### src/rtl/assert_macros.svh
// assertion macros shared by the residual stencil rtl
// no dependencies; included by the files that check their own logic
`ifndef ASSERT_MACROS_SVH
`define ASSERT_MACROS_SVH

// property holds at every clock edge outside reset
`define ASSERT_PROP(label, clk, rst_n, prop) \
  label: assert property (@(posedge clk) disable iff (!rst_n) (prop)) \
    else $error("assertion failed");

// consequent holds in the cycle after the antecedent
`define ASSERT_NEXT(label, clk, rst_n, ante, cons) \
  label: assert property (@(posedge clk) disable iff (!rst_n) (ante) |=> (cons)) \
    else $error("assertion failed");

`endif

### src/rtl/psr_pkg.sv
// shared types and constants of the poisson residual stencil
// no dependencies; imported by psr_lines, psr_calc and the top level
package psr_pkg;

  localparam int unsigned DataW      = 32;
  localparam int unsigned GridW      = 11;
  localparam int unsigned MaxSideDef = 1024;
  localparam int unsigned LapW       = DataW + 4;

  localparam logic signed [DataW-1:0] SatMax = {1'b0, {(DataW-1){1'b1}}};
  localparam logic signed [DataW-1:0] SatMin = {1'b1, {(DataW-1){1'b0}}};

  // operand window of one interior point
  typedef struct packed {
    logic signed [DataW-1:0] up;
    logic signed [DataW-1:0] left;
    logic signed [DataW-1:0] centre;
    logic signed [DataW-1:0] right;
    logic signed [DataW-1:0] down;
    logic signed [DataW-1:0] f_val;
  } stencil_t;

endpackage

### src/rtl/psr_calc.sv
// laplacian, scaling and saturation pipeline with per-stage valids
// depends on psr_pkg and assert_macros.svh; fed by psr_lines
`include "assert_macros.svh"

module psr_calc #(
  parameter int unsigned MAX_SIDE = psr_pkg::MaxSideDef,
  localparam int unsigned IdxW = $clog2(MAX_SIDE),
  localparam int unsigned ScaleW = 2 * IdxW
) (
  input  logic                              clk_i,
  input  logic                              rst_ni,
  input  logic                              in_valid_i,
  output logic                              in_ready_o,
  input  logic [IdxW-1:0]                   row_i,
  input  logic [IdxW-1:0]                   col_i,
  input  logic                              last_i,
  input  psr_pkg::stencil_t                 win_i,
  input  logic [ScaleW-1:0]                 scale_i,
  output logic                              out_valid_o,
  input  logic                              out_ready_i,
  output logic signed [psr_pkg::DataW-1:0]  residual_o,
  output logic [IdxW-1:0]                   out_row_o,
  output logic [IdxW-1:0]                   out_col_o,
  output logic                              out_last_o
);
  import psr_pkg::*;

  localparam int unsigned ProdW = LapW + ScaleW + 1;
  localparam int unsigned DiffW = ProdW + 1;

  logic b_vld_q, c_vld_q, d_vld_q, e_vld_q;
  logic c_rdy, d_rdy, e_rdy;

  logic [IdxW-1:0] b_row_q, c_row_q, d_row_q, e_row_q;
  logic [IdxW-1:0] b_col_q, c_col_q, d_col_q, e_col_q;
  logic            b_last_q, c_last_q, d_last_q, e_last_q;

  logic signed [LapW-1:0]  lap_d, c_lap_q;
  logic signed [DataW-1:0] c_f_q, d_f_q;
  logic signed [ProdW-1:0] prod_d, d_prod_q;
  logic signed [DiffW-1:0] diff;
  logic signed [DataW-1:0] sat_d, e_res_q;

  assign e_rdy      = !e_vld_q || out_ready_i;
  assign d_rdy      = !d_vld_q || e_rdy;
  assign c_rdy      = !c_vld_q || d_rdy;
  assign in_ready_o = !b_vld_q || c_rdy;

  always_ff @(posedge clk_i or negedge rst_ni) begin
    if (!rst_ni) begin
      b_vld_q <= 1'b0;
      c_vld_q <= 1'b0;
      d_vld_q <= 1'b0;
      e_vld_q <= 1'b0;
    end else begin
      if (in_ready_o) begin
        b_vld_q <= in_valid_i;
      end
      if (c_rdy) begin
        c_vld_q <= b_vld_q;
      end
      if (d_rdy) begin
        d_vld_q <= c_vld_q;
      end
      if (e_rdy) begin
        e_vld_q <= d_vld_q;
      end
    end
  end

  // 4u minus the four neighbours
  always_comb begin
    lap_d = (LapW'($signed(win_i.centre)) <<< 2)
          - LapW'($signed(win_i.up))
          - LapW'($signed(win_i.left))
          - LapW'($signed(win_i.right))
          - LapW'($signed(win_i.down));
  end

  assign prod_d = $signed(c_lap_q) * $signed({1'b0, scale_i});

  always_comb begin
    diff = DiffW'($signed(d_f_q)) - DiffW'($signed(d_prod_q));
    if (!diff[DiffW-1] && (|diff[DiffW-2:DataW-1])) begin
      sat_d = SatMax;
    end else if (diff[DiffW-1] && !(&diff[DiffW-2:DataW-1])) begin
      sat_d = SatMin;
    end else begin
      sat_d = $signed(diff[DataW-1:0]);
    end
  end

  always_ff @(posedge clk_i) begin
    if (in_ready_o && in_valid_i) begin
      b_row_q  <= row_i;
      b_col_q  <= col_i;
      b_last_q <= last_i;
    end
    if (c_rdy && b_vld_q) begin
      c_lap_q  <= lap_d;
      c_f_q    <= win_i.f_val;
      c_row_q  <= b_row_q;
      c_col_q  <= b_col_q;
      c_last_q <= b_last_q;
    end
    if (d_rdy && c_vld_q) begin
      d_prod_q <= prod_d;
      d_f_q    <= c_f_q;
      d_row_q  <= c_row_q;
      d_col_q  <= c_col_q;
      d_last_q <= c_last_q;
    end
    if (e_rdy && d_vld_q) begin
      e_res_q  <= sat_d;
      e_row_q  <= d_row_q;
      e_col_q  <= d_col_q;
      e_last_q <= d_last_q;
    end
  end

  assign out_valid_o = e_vld_q;
  assign residual_o  = e_res_q;
  assign out_row_o   = e_row_q;
  assign out_col_o   = e_col_q;
  assign out_last_o  = e_last_q;

  `ASSERT_NEXT(a_take_item, clk_i, rst_ni, in_valid_i && in_ready_o, b_vld_q)
  `ASSERT_NEXT(a_b_hold, clk_i, rst_ni, b_vld_q && !c_rdy, b_vld_q && $stable(b_row_q))
  `ASSERT_PROP(a_last_diag, clk_i, rst_ni, !(out_valid_o && out_last_o) || (out_row_o == out_col_o))

endmodule
### config.mk
export PLATFORM = sky130hd
export DESIGN_NAME = psr_calc
export DESIGN_NICKNAME = d
export VERILOG_FILES = /design/src/rtl/psr_pkg.sv /design/src/rtl/psr_calc.sv
export VERILOG_INCLUDE_DIRS = /design/src /design/src/rtl
export SDC_FILE = /design/constraint.sdc
export NUM_CORES = 2
export LEC_CHECK = 0
export BUFFER_PORTS_ARGS = -buffer_cell sky130_fd_sc_hd__buf_4
export CAP_MARGIN = 15
export CORE_ASPECT_RATIO = 1.4
export CORE_MARGIN = 2
export CORE_UTILIZATION = 43
export DETAILED_ROUTE_END_ITERATION = 6
export SLEW_MARGIN = 10
export SYNTH_ARGS = -nofsm -noshare
export SYNTH_HDL_FRONTEND = slang
export SYNTH_SLANG_ARGS = --single-unit
### constraint.sdc
create_clock -name clk_i -period 9.2 [get_ports clk_i]
set_clock_uncertainty 0.1 [all_clocks]
set_input_delay 1.84 -clock clk_i [delete_from_list [all_inputs] [get_ports clk_i]]
set_output_delay 1.84 -clock clk_i [all_outputs]
set_load 0.05 [all_outputs]
==> impl_metrics.py <==
metrics = {
    "critical_path": {
        "timing.rr.start": "c_lap_q[7]",
        "cp_slowest_cell": "fa_1",
        "worstPathArrival_ns": 9.09,
        "path_max_fanout": 3,
        "rr_endpoint": "d_prod_q[56]",
        "critPathCaptureType": "flip-flop",
        "cp_common_cell": "fa_1",
        "max_stage_delay_ns": 0.72,
        "critPathRequiredTime_ns": 9.45,
        "crit_type": "primary input to flip-flop",
        "reg2reg_depth": 28,
        "startpoint_type": "primary input",
        "worst-r2r-setup-slack_ns": 0.70,
    },
    "layout": {
        "insertedDiodeCount": 0,
        "fin_util_pct": 48.38,
        "nNetsFinal": 5675,
        "drive_gt1_share_pct": 10.84,
        "multiInputGateArea_mm2": 0.02938,
        "fillers": 9111,
        "area_growth_pct": 11.88,
        "final_area_mm2": 0.04666,
        "final_cell_mix": "inv_1, fa_1, and2_1",
        "final_common_cell": "inv_1",
        "ff_latch_area_mm2": 0.008298,
    },
    "sta": {
        "tightestPinTransition_ns": 1.016,
        "finalHoldViolCount": 0,
        "setup_viol": 0,
        "fmax_mhz": 113.2,
        "holdWs_ns": 0.3183,
        "maxSlewViolCount": 0,
        "finalSetupTns_ns": 0,
        "period_share_pct": 96.02,
        "rsz0062_at_grt": "no",
        "min_period_ns": 8.834,
        "relSlewSlack_pct": 32.29,
    },
    "placed_design": {
        "hpwl_um": 83940,
        "gp_congestion": 0.8791,
        "placement.io_buffers": 291,
        "placed_area_mm2": 0.04566,
    },
    "floorplanning": {
        "start_util_pct": 43.24,
        "core_mm2": 0.09645,
        "io_pins": 292,
        "dieHeight_um": 372.5,
        "fp.dieW_um": 267.2,
        "rows": 135,
        "dieArea_mm2": 0.09953,
    },
    "route": {
        "avgRoutedWirePerCell_um": 17.37,
        "drt_first_iter_violations": 1595,
        "via_per_inst": 5.040,
        "first_pass_iters": 6,
        "drc": 0,
        "antenna_left": 0,
        "wl_um": 99340,
        "route.vias.total": 28820,
    },
    "clocking": {
        "ctsHoldBuffers": 0,
        "numCtsBuffers": 30,
        "ctsLongestPathBuffers": 3,
        "cts.sinks": 277,
        "insertion_delay_ns": 0.61,
        "cts_tree": "yes",
        "clkTransAtPathRegs_ns": 0.07,
        "h-tree-depth": 1,
        "root_buffer": "clkbuf_16",
    },
    "synthesis": {
        "ys.flop_type": "edfxtp_1",
        "ys_seq_elements": 277,
        "synth_seq_area_share_pct": 19.90,
        "ys_types": 77,
        "syn-num-nets": 5431,
        "synth.avg_cell_area_um2": 10.05,
        "async_flop_share_pct": 1.444,
        "yosys_warnings": 0,
        "syn-instance-count": 4151,
        "syn_area_mm2": 0.04170,
        "synth_edf_count": 273,
    },
    "grt": {
        "antenna_found_initial": 0,
        "grt_overflow": 0,
        "grt_pass1_vias": 31450,
        "grt_pass1_wl_um": 163600,
        "grt_max_degree": 74,
        "grt_usage_pct": 20.75,
    },
    "status": {
        "status": "complete, no violations",
    },
    "worst_hold_path": {
        "min_to": "d_f_q[12]",
        "min_path_type": "flip-flop to flip-flop",
        "holdPathStages": 0,
        "min-delay-start": "c_f_q[12]",
    },
    "job": {
        "max-cap-violations": 0,
    },
}
[routing by layer]
layer,up-vias,GRT usage [%],share of wire (%)
li1,13360,-,-
met1,14630,26.06,42
met2,687,37.31,51
met3,146,2.445,4.6
met4,0,6.342,3.2
met5,-,0,0
[area by class of cell]
| type | count | area share, % |
|---|---|---|
| Tap cell | 1301 | 3.489 |
| Clock buffer | 32 | 1.625 |
| Timing Repair Buffer | 402 | 6.522 |
| Multi-Input combinational cell | 2801 | 62.97 |
| Clock inverter | 23 | 0.5095 |
| Inverter | 883 | 7.104 |
| Sequential cell | 277 | 17.78 |
[synth_stat cells, types with 4 or more instances]
library cell    n  share of area, %
fa_1          805                39
o21a_1         30              0.54
o21ai_1         7             0.084
inv_1         883               7.9
buf_2           7             0.084
o211a_1         5              0.12
dfrtp_1         4              0.24
nand3b_1        5             0.090
nand4_1        28              0.42
o21ai_0        74              0.89
nand2_1       406               3.7
xor2_1         36              0.76
o2111ai_1      11              0.23
and3_1         12              0.18
ha_1          238               7.1
and2_1        423               6.3
nor4_1          8              0.12
nor3b_1         6              0.11
edfxtp_1      273                20
nand2b_1       53              0.80
o21bai_1       20              0.36
a2111oi_0       5              0.11
a21oi_1       151               1.8
nand3_1        35              0.42
nor2_1         91              0.82
o311ai_1       32              0.67
or3_1           7              0.11
nor2b_1         9              0.13
o311ai_0        5              0.11
a211oi_1       11              0.20
o211ai_1       12              0.22
a21boi_0        8              0.14
xnor2_1        91               1.9
clkbuf_1      180               1.6
or2_2           8              0.12
a21o_1         77               1.4
a31oi_1        18              0.27
nor3_1         14              0.17
mux2i_1         4             0.096
a211o_1         6              0.13
[state kept, by name, indices dropped and copies added, names as in the netlist]
name / cells
b_col_q: 10
b_last_q: 1
b_row_q: 10
b_vld_q: 1
c_col_q: 10
c_f_q: 32
c_lap_q: 36
c_last_q: 1
c_row_q: 10
c_vld_q: 1
d_col_q: 10
d_f_q: 32
d_last_q: 1
d_prod_q: 57
d_row_q: 10
d_vld_q: 1
out_col_o: 10
out_last_o: 1
out_row_o: 10
out_valid_o: 1
residual_o: 32
[worst max path at each step]
stage	from	end
floorplan	scale_i[12]	d_prod_q[50]
CTS	scale_i[13]	d_prod_q[56]
detailed placement	scale_i[13]	d_prod_q[50]
global placement	scale_i[13]	d_prod_q[50]
finish	scale_i[12]	d_prod_q[56]
global route	scale_i[13]	d_prod_q[50]
[cell families (layout without fill, tap and decap cells)]
kind of cell | count (synthesis) | after routing | synth area share (%)
AOI/OAI and AO/OA | 509 | 509 | 8.089
and+or+nand+nor | 1117 | 1117 | 13.74
adders and majority gates | 1043 | 1043 | 45.78
DFF | 277 | 277 | 19.90
buffers and inverters | 1073 | 1340 | 9.706
xor gates and xnor gates | 127 | 127 | 2.667
muxes | 5 | 5 | 0.1230
[stage by stage]
| step | std cells | worst slack [ns] |
|---|---|---|
| floorplan | 4151 | 0.01232 |
| CTS | 5719 | 0.4802 |
| global placement | 5664 | -0.2038 |
| global route | 5719 | 0.001151 |
| finish | 5719 | 0.3659 |
| detailed placement | 5664 | -0.2256 |
[worst max-delay path, delay by kind of cell]
kind                     cells  cell delay, ns
buffers and inverters        8            0.80
adder cells (fa/ha/maj)      8            4.03
AO/OA/AOI/OAI               10            2.02
AND/OR/NAND/NOR              2            0.27
XOR/XNOR                     1            0.12
[timing repair]
action / 4_1_cts / 5_1_grt
buffers inserted: 0 / 0
gates resized for setup: 0 / 2
endpoints found under the setup margin: 0 / 3
Power is not shown: default switching activity piles up to over one toggle a cycle in this logic, so the estimate is an artifact.
